`src/rtl/core/mbcd_pkg.sv`:
```
// mbcd_pkg: shared types, codes, the note frequency table and constant-divide helper
// for the midi byte command decoder. No dependencies.
`timescale 1ns / 1ps
`default_nettype none

package mbcd_pkg;

    // widths of the payload fields
    localparam int unsigned BYTE_W     = 8;
    localparam int unsigned DATA_W     = 7;
    localparam int unsigned KIND_W     = 3;
    localparam int unsigned FREQ_W     = 22;
    localparam int unsigned VOLUME_W   = 7;
    localparam int unsigned WAVE_W     = 2;
    localparam int unsigned RATIO_W    = 12;
    localparam int unsigned FILTER_W   = 5;
    localparam int unsigned CFG_IDX_W  = 3;
    localparam int unsigned CFG_DATA_W = 7;

    // table entries are Q8 Hz
    localparam int unsigned FREQ_ROM_FRAC     = 8;
    localparam int unsigned FREQ_FRAC_BITS_DEF = 8;

    // status nibbles
    localparam logic [3:0] CMD_NOTE_OFF = 4'h8;
    localparam logic [3:0] CMD_NOTE_ON  = 4'h9;
    localparam logic [3:0] CMD_CC       = 4'hB;

    // filter value that passes every channel
    localparam logic [FILTER_W-1:0] FILTER_ALL = 5'h1F;

    // reset values of the configuration registers
    localparam logic [DATA_W-1:0] CC_VOLUME_DEF   = 7'd7;
    localparam logic [DATA_W-1:0] CC_WAVEFORM_DEF = 7'd70;
    localparam logic [DATA_W-1:0] CC_CAPTURE_DEF  = 7'd71;
    localparam logic [DATA_W-1:0] CC_RATIO_DEF    = 7'd72;

    // scaling constants
    localparam logic [13:0]        VOLUME_MUL = 14'd100;
    localparam logic [RATIO_W-1:0] RATIO_MUL  = 12'd18;
    localparam logic [RATIO_W-1:0] RATIO_BASE = 12'd256;

    // configuration register indexes
    typedef enum logic [CFG_IDX_W-1:0] {
        REG_CHANNEL_FILTER = 3'd0,
        REG_CC_VOLUME      = 3'd1,
        REG_CC_WAVEFORM    = 3'd2,
        REG_CC_CAPTURE     = 3'd3,
        REG_CC_RATIO       = 3'd4
    } cfg_reg_t;

    // result kinds
    typedef enum logic [KIND_W-1:0] {
        EVT_NOTE_ON  = 3'd0,
        EVT_NOTE_OFF = 3'd1,
        EVT_VOLUME   = 3'd2,
        EVT_WAVEFORM = 3'd3,
        EVT_CAPTURE  = 3'd4,
        EVT_RATIO    = 3'd5
    } event_kind_t;

    // parser phase, one-hot
    typedef enum logic [2:0] {
        PH_IDLE  = 3'b001,
        PH_DATA1 = 3'b010,
        PH_DATA2 = 3'b100
    } parse_phase_t;

    // floor(x / 127) for x where (x mod 128) + (x / 128) stays below 254
    function automatic logic [6:0] div_by_127(input logic [13:0] x);
        logic [6:0] q0;
        logic [7:0] rem;
        begin
            q0  = x[13:7];
            rem = {1'b0, x[6:0]} + {1'b0, q0};
            return (rem >= 8'd127) ? q0 + 7'd1 : q0;
        end
    endfunction

    // note frequency in Q8 Hz, equal temperament around a4 = 440 Hz
    function automatic logic [FREQ_W-1:0] note_freq_q8(input logic [DATA_W-1:0] note);
        logic [FREQ_W-1:0] f;
        begin
            case (note)
                7'd0: f = 22'd2093;       7'd1: f = 22'd2217;
                7'd2: f = 22'd2349;       7'd3: f = 22'd2489;
                7'd4: f = 22'd2637;       7'd5: f = 22'd2793;
                7'd6: f = 22'd2959;       7'd7: f = 22'd3135;
                7'd8: f = 22'd3322;       7'd9: f = 22'd3520;
                7'd10: f = 22'd3729;      7'd11: f = 22'd3951;
                7'd12: f = 22'd4186;      7'd13: f = 22'd4434;
                7'd14: f = 22'd4698;      7'd15: f = 22'd4978;
                7'd16: f = 22'd5274;      7'd17: f = 22'd5587;
                7'd18: f = 22'd5919;      7'd19: f = 22'd6271;
                7'd20: f = 22'd6644;      7'd21: f = 22'd7040;
                7'd22: f = 22'd7458;      7'd23: f = 22'd7902;
                7'd24: f = 22'd8372;      7'd25: f = 22'd8869;
                7'd26: f = 22'd9397;      7'd27: f = 22'd9956;
                7'd28: f = 22'd10548;     7'd29: f = 22'd11175;
                7'd30: f = 22'd11839;     7'd31: f = 22'd12543;
                7'd32: f = 22'd13289;     7'd33: f = 22'd14080;
                7'd34: f = 22'd14917;     7'd35: f = 22'd15804;
                7'd36: f = 22'd16744;     7'd37: f = 22'd17739;
                7'd38: f = 22'd18794;     7'd39: f = 22'd19912;
                7'd40: f = 22'd21096;     7'd41: f = 22'd22350;
                7'd42: f = 22'd23679;     7'd43: f = 22'd25087;
                7'd44: f = 22'd26579;     7'd45: f = 22'd28160;
                7'd46: f = 22'd29834;     7'd47: f = 22'd31608;
                7'd48: f = 22'd33488;     7'd49: f = 22'd35479;
                7'd50: f = 22'd37589;     7'd51: f = 22'd39824;
                7'd52: f = 22'd42192;     7'd53: f = 22'd44701;
                7'd54: f = 22'd47359;     7'd55: f = 22'd50175;
                7'd56: f = 22'd53159;     7'd57: f = 22'd56320;
                7'd58: f = 22'd59668;     7'd59: f = 22'd63217;
                7'd60: f = 22'd66976;     7'd61: f = 22'd70958;
                7'd62: f = 22'd75178;     7'd63: f = 22'd79648;
                7'd64: f = 22'd84384;     7'd65: f = 22'd89402;
                7'd66: f = 22'd94718;     7'd67: f = 22'd100350;
                7'd68: f = 22'd106318;    7'd69: f = 22'd112640;
                7'd70: f = 22'd119337;    7'd71: f = 22'd126434;
                7'd72: f = 22'd133952;    7'd73: f = 22'd141917;
                7'd74: f = 22'd150356;    7'd75: f = 22'd159297;
                7'd76: f = 22'd168769;    7'd77: f = 22'd178804;
                7'd78: f = 22'd189437;    7'd79: f = 22'd200701;
                7'd80: f = 22'd212636;    7'd81: f = 22'd225280;
                7'd82: f = 22'd238675;    7'd83: f = 22'd252868;
                7'd84: f = 22'd267904;    7'd85: f = 22'd283835;
                7'd86: f = 22'd300712;    7'd87: f = 22'd318594;
                7'd88: f = 22'd337538;    7'd89: f = 22'd357609;
                7'd90: f = 22'd378874;    7'd91: f = 22'd401403;
                7'd92: f = 22'd425272;    7'd93: f = 22'd450560;
                7'd94: f = 22'd477351;    7'd95: f = 22'd505736;
                7'd96: f = 22'd535809;    7'd97: f = 22'd567670;
                7'd98: f = 22'd601425;    7'd99: f = 22'd637188;
                7'd100: f = 22'd675077;   7'd101: f = 22'd715219;
                7'd102: f = 22'd757748;   7'd103: f = 22'd802806;
                7'd104: f = 22'd850544;   7'd105: f = 22'd901120;
                7'd106: f = 22'd954703;   7'd107: f = 22'd1011473;
                7'd108: f = 22'd1071618;  7'd109: f = 22'd1135340;
                7'd110: f = 22'd1202850;  7'd111: f = 22'd1274376;
                7'd112: f = 22'd1350154;  7'd113: f = 22'd1430438;
                7'd114: f = 22'd1515497;  7'd115: f = 22'd1605613;
                7'd116: f = 22'd1701088;  7'd117: f = 22'd1802240;
                7'd118: f = 22'd1909406;  7'd119: f = 22'd2022946;
                7'd120: f = 22'd2143236;  7'd121: f = 22'd2270680;
                7'd122: f = 22'd2405701;  7'd123: f = 22'd2548752;
                7'd124: f = 22'd2700308;  7'd125: f = 22'd2860877;
                7'd126: f = 22'd3030994;  7'd127: f = 22'd3211226;
                default: f = '0;
            endcase
            return f;
        end
    endfunction

endpackage

`default_nettype wire

```
`src/rtl/core/mbcd_ifs.sv`:
```
// mbcd channel interfaces: received byte stream, decoded event stream and
// configuration write channel. Depends on mbcd_pkg for field widths.
`timescale 1ns / 1ps
`default_nettype none

interface mbcd_byte_if;
    logic                              valid;
    logic                              ready;
    logic [mbcd_pkg::BYTE_W-1:0]       rx_byte;

    modport source (output valid, output rx_byte, input ready);
    modport sink   (input valid, input rx_byte, output ready);
endinterface

interface mbcd_event_if;
    logic                              valid;
    logic                              ready;
    logic [mbcd_pkg::KIND_W-1:0]       event_kind;
    logic [mbcd_pkg::DATA_W-1:0]       note_number;
    logic [mbcd_pkg::FREQ_W-1:0]       note_frequency;
    logic [mbcd_pkg::VOLUME_W-1:0]     volume_level;
    logic [mbcd_pkg::WAVE_W-1:0]       waveform_select;
    logic [mbcd_pkg::RATIO_W-1:0]      ratio_value;

    modport source (output valid, output event_kind, output note_number,
                    output note_frequency, output volume_level,
                    output waveform_select, output ratio_value, input ready);
    modport sink   (input valid, input event_kind, input note_number,
                    input note_frequency, input volume_level,
                    input waveform_select, input ratio_value, output ready);
endinterface

interface mbcd_cfg_if;
    logic                              valid;
    logic                              ready;
    logic [mbcd_pkg::CFG_IDX_W-1:0]    index;
    logic [mbcd_pkg::CFG_DATA_W-1:0]   data;

    modport source (output valid, output index, output data, input ready);
    modport sink   (input valid, input index, input data, output ready);
endinterface

`default_nettype wire

```
`src/rtl/core/midi_byte_command_decoder.sv`:
```
// midi_byte_command_decoder: top level, byte parser, channel filter, event decode
// and output register. Depends on mbcd_pkg and the interfaces in mbcd_ifs.sv.
`timescale 1ns / 1ps
`default_nettype none

// Takes one MIDI byte per clock on rx and emits at most one decoded event per
// message on evt. A status byte (bit 7 set) starts a message; the second data
// byte after it completes the message, and the event appears on evt in the cycle
// after that byte's transfer, from a single output register. Data bytes seen
// while idle are dropped, and there is no running status. rx accepts a byte
// every cycle while the output register is empty or being drained, so the
// sustained rate is one byte per cycle; it only stalls while an event waits
// on evt. Configuration writes on cfg are always accepted and take effect on
// the next byte. FREQ_FRAC_BITS sets the fractional bits of note_frequency.
module midi_byte_command_decoder #(
    parameter int unsigned FREQ_FRAC_BITS = mbcd_pkg::FREQ_FRAC_BITS_DEF
) (
    input  wire logic          clk,
    input  wire logic          rst_n,
    mbcd_byte_if.sink          rx,
    mbcd_event_if.source       evt,
    mbcd_cfg_if.sink           cfg
);

    localparam int unsigned FREQ_SHL =
        (FREQ_FRAC_BITS >= mbcd_pkg::FREQ_ROM_FRAC) ?
        FREQ_FRAC_BITS - mbcd_pkg::FREQ_ROM_FRAC : 0;
    localparam int unsigned FREQ_SHR =
        (FREQ_FRAC_BITS >= mbcd_pkg::FREQ_ROM_FRAC) ?
        0 : mbcd_pkg::FREQ_ROM_FRAC - FREQ_FRAC_BITS;

    // configuration registers
    logic [mbcd_pkg::FILTER_W-1:0]   filter_reg;
    logic [mbcd_pkg::DATA_W-1:0]     cc_volume_reg;
    logic [mbcd_pkg::DATA_W-1:0]     cc_waveform_reg;
    logic [mbcd_pkg::DATA_W-1:0]     cc_capture_reg;
    logic [mbcd_pkg::DATA_W-1:0]     cc_ratio_reg;

    // parser state
    mbcd_pkg::parse_phase_t          phase_reg;
    mbcd_pkg::parse_phase_t          phase_next;
    logic [mbcd_pkg::BYTE_W-1:0]     status_reg;
    logic [mbcd_pkg::DATA_W-1:0]     first_data_reg;

    // output register
    logic                            out_valid_reg;
    mbcd_pkg::event_kind_t           kind_reg;
    logic [mbcd_pkg::DATA_W-1:0]     note_reg;
    logic [mbcd_pkg::FREQ_W-1:0]     freq_reg;
    logic [mbcd_pkg::VOLUME_W-1:0]   volume_reg;
    logic [mbcd_pkg::WAVE_W-1:0]     wave_reg;
    logic [mbcd_pkg::RATIO_W-1:0]    ratio_reg;

    // decode results
    logic                            rx_xfer;
    logic                            is_status;
    logic                            msg_done;
    logic                            chan_ok;
    logic                            hit;
    logic [3:0]                      cmd;
    logic [3:0]                      chan;
    logic [mbcd_pkg::DATA_W-1:0]     d1;
    logic [mbcd_pkg::DATA_W-1:0]     d2;
    logic [13:0]                     vol_prod;
    logic [mbcd_pkg::RATIO_W-1:0]    ratio_prod;
    logic [6:0]                      ratio_quot;
    logic [mbcd_pkg::FREQ_W-1:0]     rom_freq;
    mbcd_pkg::event_kind_t           kind_next;
    logic [mbcd_pkg::FREQ_W-1:0]     freq_next;
    logic [mbcd_pkg::VOLUME_W-1:0]   volume_next;
    logic [mbcd_pkg::WAVE_W-1:0]     wave_next;
    logic [mbcd_pkg::RATIO_W-1:0]    ratio_next;

    // handshakes
    assign cfg.ready = 1'b1;
    assign rx.ready  = !out_valid_reg || evt.ready;
    assign rx_xfer   = rx.valid && rx.ready;
    assign is_status = rx.rx_byte[mbcd_pkg::BYTE_W-1];

    // configuration writes
    always_ff @(posedge clk or negedge rst_n)
    begin
        if (!rst_n)
        begin
            filter_reg      <= mbcd_pkg::FILTER_ALL;
            cc_volume_reg   <= mbcd_pkg::CC_VOLUME_DEF;
            cc_waveform_reg <= mbcd_pkg::CC_WAVEFORM_DEF;
            cc_capture_reg  <= mbcd_pkg::CC_CAPTURE_DEF;
            cc_ratio_reg    <= mbcd_pkg::CC_RATIO_DEF;
        end
        else if (cfg.valid)
        begin
            unique case (cfg.index)
                mbcd_pkg::REG_CHANNEL_FILTER: filter_reg <= cfg.data[mbcd_pkg::FILTER_W-1:0];
                mbcd_pkg::REG_CC_VOLUME:      cc_volume_reg   <= cfg.data;
                mbcd_pkg::REG_CC_WAVEFORM:    cc_waveform_reg <= cfg.data;
                mbcd_pkg::REG_CC_CAPTURE:     cc_capture_reg  <= cfg.data;
                mbcd_pkg::REG_CC_RATIO:       cc_ratio_reg    <= cfg.data;
                default: ;
            endcase
        end
    end

    // parser phase
    always_comb
    begin
        phase_next = phase_reg;
        msg_done   = 1'b0;
        if (rx_xfer)
        begin
            if (is_status)
            begin
                phase_next = mbcd_pkg::PH_DATA1;
            end
            else
            begin
                unique case (phase_reg)
                    mbcd_pkg::PH_DATA1: phase_next = mbcd_pkg::PH_DATA2;
                    mbcd_pkg::PH_DATA2:
                    begin
                        phase_next = mbcd_pkg::PH_IDLE;
                        msg_done   = 1'b1;
                    end
                    default: phase_next = mbcd_pkg::PH_IDLE;
                endcase
            end
        end
    end

    always_ff @(posedge clk or negedge rst_n)
    begin
        if (!rst_n)
        begin
            phase_reg      <= mbcd_pkg::PH_IDLE;
            status_reg     <= '0;
            first_data_reg <= '0;
        end
        else
        begin
            phase_reg <= phase_next;
            if (rx_xfer && is_status)
            begin
                status_reg <= rx.rx_byte;
            end
            if (rx_xfer && !is_status && phase_reg == mbcd_pkg::PH_DATA1)
            begin
                first_data_reg <= rx.rx_byte[mbcd_pkg::DATA_W-1:0];
            end
        end
    end

    // message fields and channel filter
    assign cmd     = status_reg[7:4];
    assign chan    = status_reg[3:0];
    assign d1      = first_data_reg;
    assign d2      = rx.rx_byte[mbcd_pkg::DATA_W-1:0];
    assign chan_ok = (filter_reg == mbcd_pkg::FILTER_ALL) ||
                     (!filter_reg[mbcd_pkg::FILTER_W-1] &&
                      chan == filter_reg[3:0]);

    // constant scaling: volume d2*100/127, ratio 256 + d2*18*128/127
    assign vol_prod   = 14'(d2) * mbcd_pkg::VOLUME_MUL;
    assign ratio_prod = 12'(d2) * mbcd_pkg::RATIO_MUL;
    assign ratio_quot = mbcd_pkg::div_by_127({2'b00, ratio_prod});

    // note frequency table and fraction alignment
    assign rom_freq = mbcd_pkg::note_freq_q8(d1);

    // event decode
    always_comb
    begin
        hit         = 1'b0;
        kind_next   = mbcd_pkg::EVT_NOTE_OFF;
        freq_next   = '0;
        volume_next = '0;
        wave_next   = '0;
        ratio_next  = '0;
        if (cmd == mbcd_pkg::CMD_NOTE_ON || cmd == mbcd_pkg::CMD_NOTE_OFF)
        begin
            hit = 1'b1;
            if (cmd == mbcd_pkg::CMD_NOTE_ON && d2 != '0)
            begin
                kind_next = mbcd_pkg::EVT_NOTE_ON;
                if (FREQ_FRAC_BITS >= mbcd_pkg::FREQ_ROM_FRAC)
                begin
                    freq_next = rom_freq << FREQ_SHL;
                end
                else
                begin
                    freq_next = rom_freq >> FREQ_SHR;
                end
            end
        end
        else if (cmd == mbcd_pkg::CMD_CC)
        begin
            // controller numbers in priority order
            if (d1 == cc_volume_reg)
            begin
                hit         = 1'b1;
                kind_next   = mbcd_pkg::EVT_VOLUME;
                volume_next = mbcd_pkg::div_by_127(vol_prod);
            end
            else if (d1 == cc_waveform_reg)
            begin
                hit       = 1'b1;
                kind_next = mbcd_pkg::EVT_WAVEFORM;
                wave_next = d2[6:5];
            end
            else if (d1 == cc_capture_reg)
            begin
                hit       = (d2 != '0);
                kind_next = mbcd_pkg::EVT_CAPTURE;
            end
            else if (d1 == cc_ratio_reg)
            begin
                hit        = 1'b1;
                kind_next  = mbcd_pkg::EVT_RATIO;
                ratio_next = mbcd_pkg::RATIO_BASE + ratio_prod +
                             mbcd_pkg::RATIO_W'(ratio_quot);
            end
        end
    end

    // output register valid
    always_ff @(posedge clk or negedge rst_n)
    begin
        if (!rst_n)
        begin
            out_valid_reg <= 1'b0;
        end
        else if (msg_done && chan_ok && hit)
        begin
            out_valid_reg <= 1'b1;
        end
        else if (evt.ready)
        begin
            out_valid_reg <= 1'b0;
        end
    end

    // output register payload
    always_ff @(posedge clk)
    begin
        if (msg_done && chan_ok && hit)
        begin
            kind_reg   <= kind_next;
            note_reg   <= (kind_next == mbcd_pkg::EVT_NOTE_ON ||
                           kind_next == mbcd_pkg::EVT_NOTE_OFF) ? d1 : '0;
            freq_reg   <= freq_next;
            volume_reg <= volume_next;
            wave_reg   <= wave_next;
            ratio_reg  <= ratio_next;
        end
    end

    assign evt.valid           = out_valid_reg;
    assign evt.event_kind      = kind_reg;
    assign evt.note_number     = note_reg;
    assign evt.note_frequency  = freq_reg;
    assign evt.volume_level    = volume_reg;
    assign evt.waveform_select = wave_reg;
    assign evt.ratio_value     = ratio_reg;

endmodule

`default_nettype wire

```
`src/flat_wrapper.sv`:
```
// flat-port wrapper written by rule: the top's interface ports become plain ports
module midi_byte_command_decoder_flat 
#(
    parameter int unsigned FREQ_FRAC_BITS = mbcd_pkg::FREQ_FRAC_BITS_DEF
)
  (clk, rst_n, rx_valid, rx_rx_byte, rx_ready, evt_valid, evt_event_kind, evt_note_number, evt_note_frequency, evt_volume_level, evt_waveform_select, evt_ratio_value, evt_ready, cfg_valid, cfg_index, cfg_data, cfg_ready);
  mbcd_byte_if rx_i ();
  mbcd_event_if evt_i ();
  mbcd_cfg_if cfg_i ();
  input  wire logic clk;
  input  wire logic rst_n;
  input wire logic [$bits(rx_i.valid)-1:0] rx_valid;
  input wire logic [$bits(rx_i.rx_byte)-1:0] rx_rx_byte;
  output wire logic [$bits(rx_i.ready)-1:0] rx_ready;
  output wire logic [$bits(evt_i.valid)-1:0] evt_valid;
  output wire logic [$bits(evt_i.event_kind)-1:0] evt_event_kind;
  output wire logic [$bits(evt_i.note_number)-1:0] evt_note_number;
  output wire logic [$bits(evt_i.note_frequency)-1:0] evt_note_frequency;
  output wire logic [$bits(evt_i.volume_level)-1:0] evt_volume_level;
  output wire logic [$bits(evt_i.waveform_select)-1:0] evt_waveform_select;
  output wire logic [$bits(evt_i.ratio_value)-1:0] evt_ratio_value;
  input wire logic [$bits(evt_i.ready)-1:0] evt_ready;
  input wire logic [$bits(cfg_i.valid)-1:0] cfg_valid;
  input wire logic [$bits(cfg_i.index)-1:0] cfg_index;
  input wire logic [$bits(cfg_i.data)-1:0] cfg_data;
  output wire logic [$bits(cfg_i.ready)-1:0] cfg_ready;
  assign rx_i.valid = rx_valid;
  assign rx_i.rx_byte = rx_rx_byte;
  assign rx_ready = rx_i.ready;
  assign evt_valid = evt_i.valid;
  assign evt_event_kind = evt_i.event_kind;
  assign evt_note_number = evt_i.note_number;
  assign evt_note_frequency = evt_i.note_frequency;
  assign evt_volume_level = evt_i.volume_level;
  assign evt_waveform_select = evt_i.waveform_select;
  assign evt_ratio_value = evt_i.ratio_value;
  assign evt_i.ready = evt_ready;
  assign cfg_i.valid = cfg_valid;
  assign cfg_i.index = cfg_index;
  assign cfg_i.data = cfg_data;
  assign cfg_ready = cfg_i.ready;
  midi_byte_command_decoder #(.FREQ_FRAC_BITS(FREQ_FRAC_BITS)) u_core (.clk(clk), .rst_n(rst_n), .rx(rx_i), .evt(evt_i), .cfg(cfg_i));
endmodule
```
`config.mk`:
```
export PLATFORM = sky130hd
export DESIGN_NAME = midi_byte_command_decoder_flat
export DESIGN_NICKNAME = d
export VERILOG_FILES = /design/src/rtl/core/mbcd_pkg.sv /design/src/rtl/core/mbcd_ifs.sv /design/src/rtl/core/midi_byte_command_decoder.sv /design/src/flat_wrapper.sv
export SDC_FILE = /design/constraint.sdc
export NUM_CORES = 1
export LEC_CHECK = 0
export ABC_AREA = 1
export BUFFER_PORTS_ARGS = -buffer_cell sky130_fd_sc_hd__buf_2
export CORE_ASPECT_RATIO = 0.6
export CORE_UTILIZATION = 55
export DETAILED_ROUTE_END_ITERATION = 10
export PLACE_DENSITY = 0.89
export SLEW_MARGIN = 10
export SYNTH_ARGS = -nofsm -noshare
export SYNTH_HDL_FRONTEND = slang
export SYNTH_SLANG_ARGS = --single-unit
```
`constraint.sdc`:
```
create_clock -name clk -period 3.2 [get_ports clk]
set_input_delay 0.16 -clock clk [delete_from_list [all_inputs] [get_ports clk]]
set_output_delay 0.16 -clock clk [all_outputs]
set_load 0.03 [all_outputs]
```
; ---- Word level (Yosys, flattened, before mapping)
; Memories as Yosys holds them, arrays and structs flattened. A register that Yosys moved wholly into a read port is not among the register bits.
; Index checks and enable logic that the tools add are counted.
[totals]
ff_bits = 83
mem_bits_ro = 2816
output_inout_bits = 56
elab_cells = 96
memories = 1
[mem_list]
columns = memory, words, width, read_ports, rd_clocked_by_memory_dff, write_ports, line
row1 = (name not given), 128, 22, 1, 1, 0, mbcd_pkg.sv:84  ; case (note)
[op_classes]
addsub = 6
n_mul = 2
magnitude_cmp = 2
eq_ne = 16
mux = 22
n_bitwise = 4
n_reduce_logical = 29
[op_table]
columns = op, n
row1 = $eq 7x7->1, 4
row2 = $mux 3, 8
row3 = $ge 8x7->1 const B, 2
row4 = $mux 7, 2
row5 = $add 12x7->12, 1
row6 = $add 9x12->12 const A, 1
row7 = $eq 4x4->1 const B, 3
row8 = $mul 7x5->12 const B, 1
row9 = $mux 1, 12
row10 = $reduce_and 2->1, 6
row11 = $mul 7x4->11 const B, 1
row12 = $eq 3x2->1 const B, 3
row13 = $add 7x5->8, 1
row14 = $add 7x7->8, 1
row15 = $logic_and 1x1->1, 8
row16 = $add 7x1->7 const B, 1
row17 = $reduce_bool 7->1, 1
row18 = $add 5x1->6 const B, 1
row19 = $eq 3x1->1 const B, 2
row20 = $eq 3x3->1 const B, 2
row21 = $logic_not 3->1, 2
row22 = $reduce_or 6->1, 1
row23 = $eq 5x5->1 const B, 1
row24 = $eq 4x4->1, 1
row25 = 6 further kinds, 15

; ---- Logic depth before layout (Yosys ltp)
[logic_depth]
depth_word = 9
ltp_mapped = 31
depth_no_buf = 31

; ---- Worst setup path after synthesis
; Ideal clock, no wire load.
[synth_timing]
kind = input -> register
startpoint = in rx_rx_byte[1]
endpoint = reg u_core.ratio_reg (netlist bit u_core.evt.ratio_value[11]) (data pin)
t_arrival_ns = 3.760
t_required_ns = 2.945
setup_slack_ns = -0.815
path_stages = 24
cell_sequence = ha_1 ha_1 fa_1 nand3_1 nand2_1 xor2_2 fa_1 nand2_1 nand3b_1 nor2_1 nand2_1 nand2_4 o21ai_0 ha_1 inv_1 fa_1 inv_1 nand4_1 nand3_1 nand2_1 nand2_1 nand3_1 nand2_1 nor2_1
[synth_between]
elab_chain_len = 5
[synth_rtl]
columns = item, line
row1 = from (decl), flat_wrapper.sv:13  ; input wire logic [$bits(rx_i.rx_byte)-1:0] rx_rx_byte;
row2 = $mul 7x4->11 (*), midi_byte_command_decoder.sv:163  ; assign ratio_prod = 12'(d2) * mbcd_pkg::RATIO_MUL;
row3 = $add 7x5->8, mbcd_pkg.sv:75  ; rem = {1'b0, x[6:0]} + {1'b0, q0};
row4 = $ge 8x7->1, mbcd_pkg.sv:76  ; return (rem >= 8'd127) ? q0 + 7'd1 : q0;
row5 = $mux 7, mbcd_pkg.sv:76
row6 = $add 12x7->12 (*), midi_byte_command_decoder.sv:218  ; ratio_next = mbcd_pkg::RATIO_BASE + ratio_prod +
row7 = to (signal assigned), midi_byte_command_decoder.sv:252  ; ratio_reg <= ratio_next;
row8 = to (decl), midi_byte_command_decoder.sv:52  ; logic [mbcd_pkg::RATIO_W-1:0] ratio_reg;
; Every way passes the cells marked *; elsewhere a longest branch is shown, timed or not.
; A chain may end at the register's enable or synchronous reset.

; ---- Worst setup path after layout
[layout_timing]
startpoint = in rx_rx_byte[1]
endpoint = reg u_core.volume_reg (netlist bit u_core.evt.volume_level[2]) (data pin)
[layout_between]
elab_chain_len = 4
[layout_rtl]
columns = item, line
row1 = $mul 7x5->12 (*), midi_byte_command_decoder.sv:162  ; assign vol_prod = 14'(d2) * mbcd_pkg::VOLUME_MUL;
row2 = $add 7x7->8, mbcd_pkg.sv:75
row3 = $ge 8x7->1, mbcd_pkg.sv:76
row4 = $mux 7 (*), mbcd_pkg.sv:76
row5 = to (signal assigned), midi_byte_command_decoder.sv:250  ; volume_reg <= volume_next;
row6 = to (decl), midi_byte_command_decoder.sv:50  ; logic [mbcd_pkg::VOLUME_W-1:0] volume_reg;
; Marks and branches as above.

==> results.py <==
metrics = {
    "power_and_ir_drop": {
        "total_power_mw": 6.84,
        "pwr-share-clk_pct": 17.3,
        "sequentialPowerShare_pct": 25.5,
        "powerDensity_nw_per_um2": 657,
        "peakVddDrop_uv": 350,
        "switching_share_pct": 47.6,
        "p_switching_mw": 3.26,
        "p_int_mw": 3.59,
        "combPwrFrac_pct": 57.1,
        "power.leakage_nw": 4.94,
    },
    "route": {
        "drtIter0Drc": 1354,
        "vias_per_cell": 6.01,
        "wl_per_cell_um": 19.3,
        "ant_nets": 0,
        "drt-total-wl_mm": 28.2,
        "num_vias": 8793,
        "dr.pass1.iters": 8,
        "route.detailed.drc": 0,
    },
    "timing": {
        "final-hold-violation-count": 0,
        "min_period_ps": 3780,
        "max_freq_mhz": 264,
        "setup_ws_ps": -582,
        "tightest_slew_ps": 919,
        "slew_headroom_pct": 38.8,
        "finalCritPeriodShare_pct": 118,
        "clock_skew_ps": 18.0,
        "grt_setup_unrepaired": "yes",
        "slew_viol_final": 0,
        "setup_viol": 17,
        "tns_ps": -6930,
    },
    "worst_setup_path": {
        "rr_endpoint": "u_core.evt.note_frequency[7]",
        "cp-endpoint": "u_core.evt.volume_level[2]",
        "end_kind": "flop",
        "r2r_cells": 11,
        "cp.arrival_ps": 3990,
        "rrSetupSlack_ps": 620,
        "critPathLaunchType": "input pin",
        "crit_fanout": 6,
        "crit_type": "input pin to flop",
        "startpoint": "rx_rx_byte[1]",
        "crit_required_ps": 3400,
        "worstReg2RegStart": "u_core.d1[1]",
    },
    "place": {
        "dp_slack_ps": -930,
        "place_area_um2": 9370,
        "gp_congestion": 1.06,
        "io_buffers": 77,
        "dp_hpwl_mm": 17.9,
    },
    "cells_and_area": {
        "mostFrequentLayoutCell": "nand2_1",
        "syn_to_final_growth_pct": 27.7,
        "fillers": 1043,
        "fin_nets": 1353,
        "antenna_cells": 0,
        "largest_reg_flops": 22,
        "mostFrequentLayoutCells": "nand2_1, inv_1, buf_4",
        "drive_above_1_share_pct": 26.9,
        "multi_input_area_um2": 5150,
        "design_area_um2": 10400,
        "seqCellArea_um2": 2920,
    },
    "yosys": {
        "dominantRegCellSynth": "edfxtp_1",
        "synth.distinct_cells": 48,
        "yosysSeqAreaShare_pct": 35.8,
        "synthArstFlopShare_pct": 49.5,
        "syn_area_um2": 8150,
        "synth-edff-count": 53,
        "synthCells": 1103,
        "synth_nets": 1196,
        "synth.ff_latch_count": 105,
        "synth_area_per_cell_um2": 7.39,
        "yosysWarnings": 0,
    },
    "grt": {
        "grt_pass1_wl_mm": 40.6,
        "grtUsageTotal_pct": 34.5,
        "grt_max_degree": 54,
        "antenna_found_initial": 0,
        "grt_pass1_vias": 7870,
        "grt-ovfl-total": 0,
    },
    "floorplanning": {
        "die_area_um2": 15300,
        "die_width_um": 159,
        "chipHeight_um": 96.3,
        "coreArea_um2": 14500,
        "io_pins": 79,
        "num_rows": 34,
        "initial_core_util_pct": 56.3,
    },
    "outcome": {
        "status": "finished with violations",
        "violations": "negative setup slack",
    },
    "clock_tree": {
        "tritoncts": "built",
        "cts-root-buf": "clkbuf_16",
        "htree_levels": 3,
        "cts_made_buffers": 9,
        "cts_sinks": 105,
        "max-clock-path-buffers": 2,
        "clk_latency_ps": 370,
        "clk_pin_slew_ps": 90,
    },
    "hold_path": {
        "hold_class": "input pin to flop",
    },
    "flow_run": {
        "drv_cap": 0,
    },
}
-- how the worst min path moves through the flow --
stage | from | to | slack (ps) | cells past startpoint
2_1_floorplan | rst_n | u_core.cc_capture_reg[3] | -140 | 0
6_report | evt_ready | u_core.evt.valid | 60 | 4
3_3_place_gp | rst_n | u_core.phase_reg[1] | 320 | 1
5_1_grt | evt_ready | u_core.evt.valid | 90 | 4
3_5_place_dp | rst_n | u_core.phase_reg[1] | 320 | 1
4_1_cts | evt_ready | u_core.evt.valid | 60 | 4
-- metrics by stage --
step | hold WS, ps | util (%) | instances
2_1_floorplan | -136 | - | 1103
3_3_place_gp | 321 | 64.8 | 1413
3_5_place_dp | 324 | 64.8 | 1413
4_1_cts | 63.0 | 69.7 | 1451
5_1_grt | 93.2 | 72.0 | 1463
6_report | 58.8 | 72.0 | 1463
-- kinds of logic (layout without fill, tap and decap cells) --
group,after synthesis,in the layout,synth area share [%]
adder cells (fa/ha/maj),70,70,11.3
XOR/XNOR,41,41,4.68
AND/OR/NAND/NOR,519,520,26.1
other,1,1,0.0460
AO/OA/AOI/OAI,205,205,13.9
multiplexers,1,1,0.123
flip-flops,105,105,35.8
buffers and inverters,161,322,8.00
-- power by group through the flow --
stage	Sequential (mW)	Clock [mW]	Combinational, mW
CTS	1.74	1.17	3.41
global placement	1.75	0	3.11
detailed placement	1.76	0	3.19
global route	1.76	1.23	4.18
finish	1.75	1.18	3.91
floorplan	1.69	0	2.32
-- critical path, stage by stage --
cell	delay, ps
buf_8	100
buf_6	140
ha_2	330
ha_1	160
inv_2	50
fa_1	520
inv_2	70
ha_4	300
nand2_2	60
nand2_2	80
inv_2	50
nand2_2	80
nand2_1	80
nand2_2	90
inv_1	70
or2_2	300
nand2_2	90
inv_2	50
ha_4	250
a21o_1	210
a31oi_4	180
buf_12	150
nand2_8	80
nand2_2	90
nand2_2	70
a21oi_2	180
-- timing repair --
item	in CTS	in global routing
hold buffers	2	0
hold endpoints to repair	31	0
gates cloned	1	0
setup endpoints to repair	17	17
setup buffers	19	12
pin swaps	43	32
resized for setup	49	49
-- cell usage after synthesis, types with 3 or more instances --
cell	count	area [µm²]
xnor2_1	22	193
xor2_1	16	140
dfrtp_1	34	851
edfxtp_1	53	1590
ha_1	64	801
a31oi_1	7	43.8
nand4_1	13	81.3
nand3b_1	6	45.0
buf_2	17	85.1
o21ai_1	11	55.1
fa_1	6	120
o211ai_1	16	120
o22ai_1	9	56.3
o21ai_0	100	500
and2_1	3	18.8
buf_1	4	15.0
clkbuf_1	13	48.8
nand2_1	327	1230
xor2_2	3	48.8
nor3_1	5	25.0
buf_4	5	37.5
nand3_1	53	265
a21oi_1	46	230
dfstp_2	18	473
nand2_2	3	18.8
nor2_1	99	372
inv_1	114	428
inv_2	7	26.3
-- area by class of cell --
type                       instances  area share [%]
inverter                         121            4.53
timing repair buffer             185            12.6
multi-input combinational        838            49.5
clock inverter                     7           0.829
clock buffer                       9            2.16
sequential                       105            28.0
tap                              198            2.38
-- routing by layer --
layer  vias to the layer above  track usage (%)  wire, µm
li1                       3946                -         -
met1                      3973             46.6     10900
met2                       711             53.2     11900
met3                       163             8.44      3980
met4                         0             14.8      1440
met5                         -                0         0
No activity file was read; power rests on OpenSTA's default activity.
